==> config.mk <==
export PLATFORM = sky130hd
export DESIGN_NAME = r2fft_ctrl
export DESIGN_NICKNAME = d
export VERILOG_FILES = /design/src/rtl/r2fft_pkg.sv /design/src/rtl/r2fft_ctrl.sv
export SDC_FILE = /design/constraint.sdc
export NUM_CORES = 1
export LEC_CHECK = 0
export BUFFER_PORTS_ARGS = -buffer_cell sky130_fd_sc_hd__buf_2
export CORE_ASPECT_RATIO = 2
export CORE_MARGIN = 3
export CORE_UTILIZATION = 50
export CTS_BUF_LIST = sky130_fd_sc_hd__clkbuf_8
export CTS_CLUSTER_SIZE = 8
export DETAILED_ROUTE_END_ITERATION = 7
export PLACE_DENSITY = 0.7
export SYNTH_ARGS = -nofsm -noshare
export SYNTH_HDL_FRONTEND = slang
export SYNTH_SLANG_ARGS = --single-unit
==> constraint.sdc <==
create_clock -name clk -period 5.22 [get_ports clk]
set_input_delay 0.522 -clock clk [delete_from_list [all_inputs] [get_ports clk]]
set_output_delay 0.522 -clock clk [all_outputs]
set_load 0.01 [all_outputs]
==> src/rtl/r2fft_pkg.sv <==
// ---------------------------------------------------------------------------
// r2fft_pkg: shared types and constants for the radix-2 FFT engine
// Holds the controller state type, the command struct and the twiddle ROM.
// ---------------------------------------------------------------------------
package r2fft_pkg;

	localparam int RomLog2 = 6;

	typedef enum logic [2:0] {
		ST_LOAD,
		ST_BF_RD,
		ST_BF_MUL,
		ST_BF_WR,
		ST_OUT_RD,
		ST_OUT_SEND
	} state_t;

	localparam logic [0:0] REG_LENGTH  = 1'b0;
	localparam logic [0:0] REG_INVERSE = 1'b1;

	// command from controller to datapath
	typedef struct packed {
		logic       load_we;     // write input sample at addr_a
		logic       rd;          // read both operands
		logic       mul;         // form twiddle products
		logic       wr;          // write butterfly results
		logic       out_rd;      // read bin at addr_a for output
		logic [5:0] addr_a;
		logic [5:0] addr_b;
		logic [5:0] tw_idx;
		logic       inv;
		logic [2:0] shift;       // output shift for inverse mode
	} cmd_t;

	// quarter-wave cosine table, round(32768*cos) with 1.0 saturated
	function automatic logic signed [16:0] quarter_cos(input logic [4:0] k);
		logic signed [16:0] v;
		unique case (k)
			5'd0:  v = 17'sd32767;
			5'd1:  v = 17'sd32610;
			5'd2:  v = 17'sd32138;
			5'd3:  v = 17'sd31357;
			5'd4:  v = 17'sd30274;
			5'd5:  v = 17'sd28899;
			5'd6:  v = 17'sd27246;
			5'd7:  v = 17'sd25330;
			5'd8:  v = 17'sd23170;
			5'd9:  v = 17'sd20788;
			5'd10: v = 17'sd18205;
			5'd11: v = 17'sd15447;
			5'd12: v = 17'sd12540;
			5'd13: v = 17'sd9512;
			5'd14: v = 17'sd6393;
			5'd15: v = 17'sd3212;
			default: v = 17'sd0;
		endcase
		return v;
	endfunction

	function automatic logic signed [16:0] rom_cos(input logic [5:0] k);
		logic signed [16:0] v;
		if (k <= 6'd16)      v = quarter_cos(5'(k));
		else if (k <= 6'd32) v = -quarter_cos(5'(6'd32 - k));
		else if (k <= 6'd48) v = -quarter_cos(5'(k - 6'd32));
		else                 v = quarter_cos(5'(7'd64 - {1'b0, k}));
		return v;
	endfunction

	function automatic logic signed [16:0] rom_sin(input logic [5:0] k);
		return rom_cos(k + 6'd48);
	endfunction

	function automatic logic signed [31:0] sat32(input logic signed [33:0] v);
		logic signed [31:0] r;
		if (v > 34'sd2147483647)       r = 32'sh7fffffff;
		else if (v < -34'sd2147483648) r = 32'sh80000000;
		else                           r = v[31:0];
		return r;
	endfunction

endpackage

==> src/rtl/r2fft_ctrl.sv <==
// ---------------------------------------------------------------------------
// r2fft_ctrl: sequencer for load, butterfly stages and output
// Counts samples, walks stage/group/offset, and drives the output beat.
// ---------------------------------------------------------------------------
module r2fft_ctrl
	import r2fft_pkg::*;
#(
	parameter int MAX_POINTS = 64
) (
	input  logic       clk,
	input  logic       arst_n,
	input  logic [2:0] length_log2,
	input  logic       inverse,
	input  logic       in_valid,
	output logic       in_ready,
	output logic       out_valid,
	input  logic       out_ready,
	output logic       out_last,
	output cmd_t       cmd
);

	// log2 of the largest power of two not above MAX_POINTS
	localparam int MaxLg = $clog2(MAX_POINTS + 1) - 1;

	state_t     state_q, state_d;
	logic [5:0] cnt_q, cnt_d;        // load count or output index
	logic [2:0] stage_q, stage_d;    // hl, group size 2^hl
	logic [5:0] bf_q, bf_d;          // butterfly number within stage
	logic [2:0] lg_q, lg_d;          // length latched at transform start
	logic [2:0] lg_eff;
	logic [5:0] nmask, half, kmask, k_off, base, rev;
	logic [5:0] bf_last;

	// effective length: clamp to 1..6 and to MAX_POINTS
	always_comb begin
		lg_eff = length_log2;
		if (lg_eff < 3'd1) lg_eff = 3'd1;
		if (lg_eff > 3'd6) lg_eff = 3'd6;
		if (lg_eff > 3'(MaxLg)) lg_eff = 3'(MaxLg);
	end

	// bit reversal of the load count over lg_eff bits
	always_comb begin
		rev = '0;
		for (int i = 0; i < 6; i++) begin
			if (i < int'(lg_eff)) rev[int'(lg_eff) - 1 - i] = cnt_q[i];
		end
	end

	// butterfly addressing
	always_comb begin
		nmask   = 6'((7'd1 << lg_q) - 7'd1);
		half    = 6'(7'd1 << (stage_q - 3'd1));
		kmask   = half - 6'd1;
		k_off   = bf_q & kmask;
		base    = (bf_q & ~kmask) << 1;
		bf_last = nmask >> 1;
	end

	always_ff @(posedge clk or negedge arst_n) begin
		if (!arst_n) begin
			state_q <= ST_LOAD;
			cnt_q   <= '0;
			stage_q <= 3'd1;
			bf_q    <= '0;
			lg_q    <= 3'd1;
		end else begin
			state_q <= state_d;
			cnt_q   <= cnt_d;
			stage_q <= stage_d;
			bf_q    <= bf_d;
			lg_q    <= lg_d;
		end
	end

	always_comb begin
		state_d   = state_q;
		cnt_d     = cnt_q;
		stage_d   = stage_q;
		bf_d      = bf_q;
		lg_d      = lg_q;
		in_ready  = 1'b0;
		out_valid = 1'b0;
		out_last  = 1'b0;
		cmd        = '0;
		cmd.inv    = inverse;
		cmd.shift  = inverse ? lg_q : 3'd0;
		cmd.addr_a = base + k_off;
		cmd.addr_b = base + k_off + half;
		cmd.tw_idx = 6'(k_off << (3'(RomLog2) - stage_q));
		unique case (state_q)
			ST_LOAD: begin
				in_ready    = 1'b1;
				cmd.addr_a  = rev;
				cmd.load_we = in_valid;
				if (in_valid) begin
					if (7'({1'b0, cnt_q} + 7'd1) >= (7'd1 << lg_eff)) begin
						cnt_d   = '0;
						lg_d    = lg_eff;
						stage_d = 3'd1;
						bf_d    = '0;
						state_d = ST_BF_RD;
					end else begin
						cnt_d = cnt_q + 6'd1;
					end
				end
			end
			ST_BF_RD: begin
				cmd.rd  = 1'b1;
				state_d = ST_BF_MUL;
			end
			ST_BF_MUL: begin
				cmd.mul = 1'b1;
				state_d = ST_BF_WR;
			end
			ST_BF_WR: begin
				cmd.wr = 1'b1;
				if (bf_q == bf_last) begin
					bf_d = '0;
					if (stage_q == lg_q) begin
						cnt_d   = '0;
						state_d = ST_OUT_RD;
					end else begin
						stage_d = stage_q + 3'd1;
						state_d = ST_BF_RD;
					end
				end else begin
					bf_d    = bf_q + 6'd1;
					state_d = ST_BF_RD;
				end
			end
			ST_OUT_RD: begin
				cmd.addr_a = cnt_q;
				cmd.out_rd = 1'b1;
				state_d    = ST_OUT_SEND;
			end
			ST_OUT_SEND: begin
				out_valid = 1'b1;
				out_last  = (cnt_q == nmask);
				if (out_ready) begin
					if (cnt_q == nmask) begin
						cnt_d   = '0;
						state_d = ST_LOAD;
					end else begin
						cnt_d   = cnt_q + 6'd1;
						state_d = ST_OUT_RD;
					end
				end
			end
			default: state_d = ST_LOAD;
		endcase
	end

endmodule

==> impl_metrics.json <==
{
  "holdBufCountCts": 0,
  "yosysSeqAreaShare": 0.168,
  "synthDominantCellAreaShare": 0.151,
  "status": "finished clean",
  "grt_setup_unrepaired": "false",
  "totalNegativeSetupSlack_ns": 0,
  "placed_area_mm2": 0.00330,
  "die-area_mm2": 0.00735,
  "yosysUniqueCellTypes": 71,
  "synth-warning-count": 0,
  "die_height_um": 118,
  "ff2ff_path_depth": 10,
  "fin_worst_skew_ns": 0.00600,
  "netlist_area_before_placement_mm2": 0.00315,
  "clk-insertion-delay-late_ns": 0.27,
  "die_w_um": 62.1,
  "crit_path_max_fanout": 11,
  "slew-limit-headroom": 0.386,
  "setup_crit_end_kind": "output port",
  "maximum_operating_frequency_ghz": 0.207,
  "dp_hpwl_um": 6910,
  "clkSlewWorstSetupHoldPaths_ns": 0.09,
  "core_mm2": 0.00606,
  "timing.final.ws_setup_ns": 0.391,
  "drtIter0Drc": 241,
  "number_of_diodes_added_for_antenna_fixing": 0,
  "timing.critical_path.required_ns": 4.70,
  "finalNetCount": 463,
  "leakagePower_nw": 1.55,
  "cap_viol_max_count": 0,
  "asyncSetResetFlopFracSynth": 1.00,
  "pre_cts_slack_ns": 0.264,
  "clockRootBuffer": "sky130_fd_sc_hd__clkbuf_8",
  "final.min_clock_period_ns": 4.83,
  "mappedNetlistNets": 452,
  "syn-instance-count": 412,
  "tightestPinTransition_ns": 0.915,
  "global_route.usage.total": 0.240,
  "global_route_wire_length_before_repair_um": 14500,
  "start_util": 0.520,
  "clock-sinks": 21,
  "final_cell_area_mm2": 0.00338,
  "drt_first_pass_iters": 4,
  "yosys.area.top_type": "sky130_fd_sc_hd__dfrtp_1",
  "synth_edf_count": 0,
  "p_per_area_mw_per_mm2": 641,
  "grt_start_max_net_pins": 28,
  "fillcell_total": 597,
  "cts_htree_levels": 1,
  "final_min_period_over_clock_period": 0.925,
  "layout.area.seq_um2": 528,
  "worstSetupStartpointType": "register",
  "clock_tree_from_tritoncts": "done",
  "grt_antenna_before_repair": 0,
  "floorplan.io_pins": 38,
  "timing.critical_path.arrival_ns": 4.31,
  "grt_pass1_vias": 3008,
  "area_delta_synth_final_pct": 7.15,
  "cts_buffer_depth": 2,
  "timing_max_transition_violations_final": 0,
  "buffer_ports.inserted": 37,
  "timing.hold.worst.class": "in -> async",
  "post_drt_via_cell_ratio": 6.13,
  "placed_cells_incl_taps": 501,
  "yosys-top-cells-area": "sky130_fd_sc_hd__dfrtp_1 (15%), sky130_fd_sc_hd__ha_1 (12%), sky130_fd_sc_hd__nand2_1 (5.0%)",
  "final_routed_wire_length_divided_by_cell_count_um": 17.2,
  "gp_routability_congestion": 0.928,
  "finish.cell_count_without_fillers": 506,
  "routed_wirelength_um": 8720,
  "drive_gt1_frac": 0.152,
  "drc": 0,
  "overflow": 0,
  "placementRows": 40,
  "setup_viol_count_final": 0,
  "cts-buffers-inserted": 3,
  "ant_nets": 0,
  "criticalPathCategory": "reg -> out",
  "peak_vdd_ir_mv": 0.316,
  "synth_top_flop_cell": "sky130_fd_sc_hd__dfrtp_1",
  "hold_fails_final_rpt": 0,
  "post_synth.cell_area_avg_um2": 7.65,
  "synth-seq-cells": 21,
  "vias": 3101,
  "multi_input_comb_area_mm2": 0.00242
}
-- cells by family (layout without fill, tap and decap cells) --
family | count (synthesis) | after routing | synth area share
xor+xnor | 28 | 28 | 0.0865
flops | 21 | 21 | 0.168
other cells | 1 | 1 | 0.00119
simple gates | 152 | 152 | 0.250
buf+inv | 54 | 64 | 0.0722
compound gates | 115 | 115 | 0.261
fa+ha+maj | 33 | 33 | 0.135
mux | 8 | 8 | 0.0266
-- synthesized netlist by cell type, drive strengths merged (3+ instances only) --
cell type,instances
nand3b,3
a22o,8
nand3,16
nor2b,11
o31ai,8
a211oi,9
a21o,4
and3,5
o21ai,18
a31oi,13
and2,9
clkbuf,20
mux2i,5
o22ai,3
buf,12
o21a,3
nor2,33
xnor2,18
nor4b,3
a211o,3
dfrtp,19
a21boi,3
a22oi,3
a21oi,22
nor3b,5
inv,20
mux2,3
or2,4
o32ai,3
xor2,8
nor3,5
ha,30
nand2,42
nand2b,7
-- metal layers --
metal | routed length (µm) | GRT usage
met4 | 301 | 0.0956
met3 | 345 | 0.0276
met2 | 4930 | 0.482
met1 | 3140 | 0.243
met5 | 0 | 0
-- registers in the layout (all words and copies together), names as in the netlist --
register  flops
bf_q          6
cnt_q         6
lg_q          3
stage_q       3
state_q       3
-- placed cells by master (no fill, tap or decap), drive strengths merged, types with 8 or more instances in the layout --
cell type	instances
and2	9
a21oi	22
ha	30
nor2	33
nand3	16
dfrtp	19
buf	38
o31ai	8
nand2	42
a31oi	13
xnor2	18
xor2	8
nor2b	11
a22o	8
a211oi	9
o21ai	18
inv	20
-- worst max-delay path, cell delays in order, from the launching register on --
cell	delay (ns)
sky130_fd_sc_hd__dfstp_2	0.67
sky130_fd_sc_hd__clkinvlp_4	0.13
sky130_fd_sc_hd__ha_1	0.29
sky130_fd_sc_hd__xnor2_4	0.23
sky130_fd_sc_hd__nand2_1	0.16
sky130_fd_sc_hd__ha_1	0.28
sky130_fd_sc_hd__a21boi_0	0.16
sky130_fd_sc_hd__o21ai_0	0.23
sky130_fd_sc_hd__inv_1	0.12
sky130_fd_sc_hd__fa_1	0.51
sky130_fd_sc_hd__ha_1	0.35
sky130_fd_sc_hd__a21oi_2	0.19
sky130_fd_sc_hd__o21bai_1	0.09
sky130_fd_sc_hd__a21oi_1	0.20
sky130_fd_sc_hd__xnor2_1	0.16
sky130_fd_sc_hd__xnor2_1	0.13
sky130_fd_sc_hd__buf_2	0.14
-- layout make-up --
| type | instances | area share |
|---|---|---|
| repair buffers | 38 | 0.0571 |
| well taps | 84 | 0.0311 |
| flip-flops and latches | 21 | 0.156 |
| clock buffers | 3 | 0.0122 |
| multi-input cells | 337 | 0.716 |
| inverters | 22 | 0.0256 |
| clock inverters | 1 | 0.00148 |
-- power by group --
group | switching, mW | internal [mW] | leakage [nW]
clock network | 0.0609 | 0.0534 | 0.0255
logic | 0.923 | 0.712 | 1.26
registers | 0.191 | 0.226 | 0.268
total | 1.17 | 0.991 | 1.55
-- worst paths after layout --
check,slack [ns],to,startpoint
worst max register to register,1.93,stage_q[2],cnt_q[0]
worst min register to register,0.63,lg_q[0],lg_q[0]
min in group clk,0.60,state_q[2],out_ready
worst min-delay path,0.20,bf_q[0],arst_n
worst max-delay path,0.39,cmd[15],stage_q[0]
max in group asynchronous,4.66,lg_q[0],arst_n
-- stage by stage --
stage / hold WS [ns] / utilization / power [mW]
2_1_floorplan: 0.226 / - / 1.59
3_3_place_gp: 0.508 / 0.544 / 1.99
3_5_place_dp: 0.514 / 0.544 / 2.02
4_1_cts: 0.224 / 0.553 / 2.14
5_1_grt: 0.240 / 0.558 / 2.36
6_report: 0.198 / 0.558 / 2.17
-- timing repair --
item                       in CTS  in global routing
gates resized for setup         1                  3
pin swaps                       0                  0
setup buffers                   0                  1
setup endpoints to repair       1                  1
cloned                          0                  0
(Power assumes the default switching activity.)
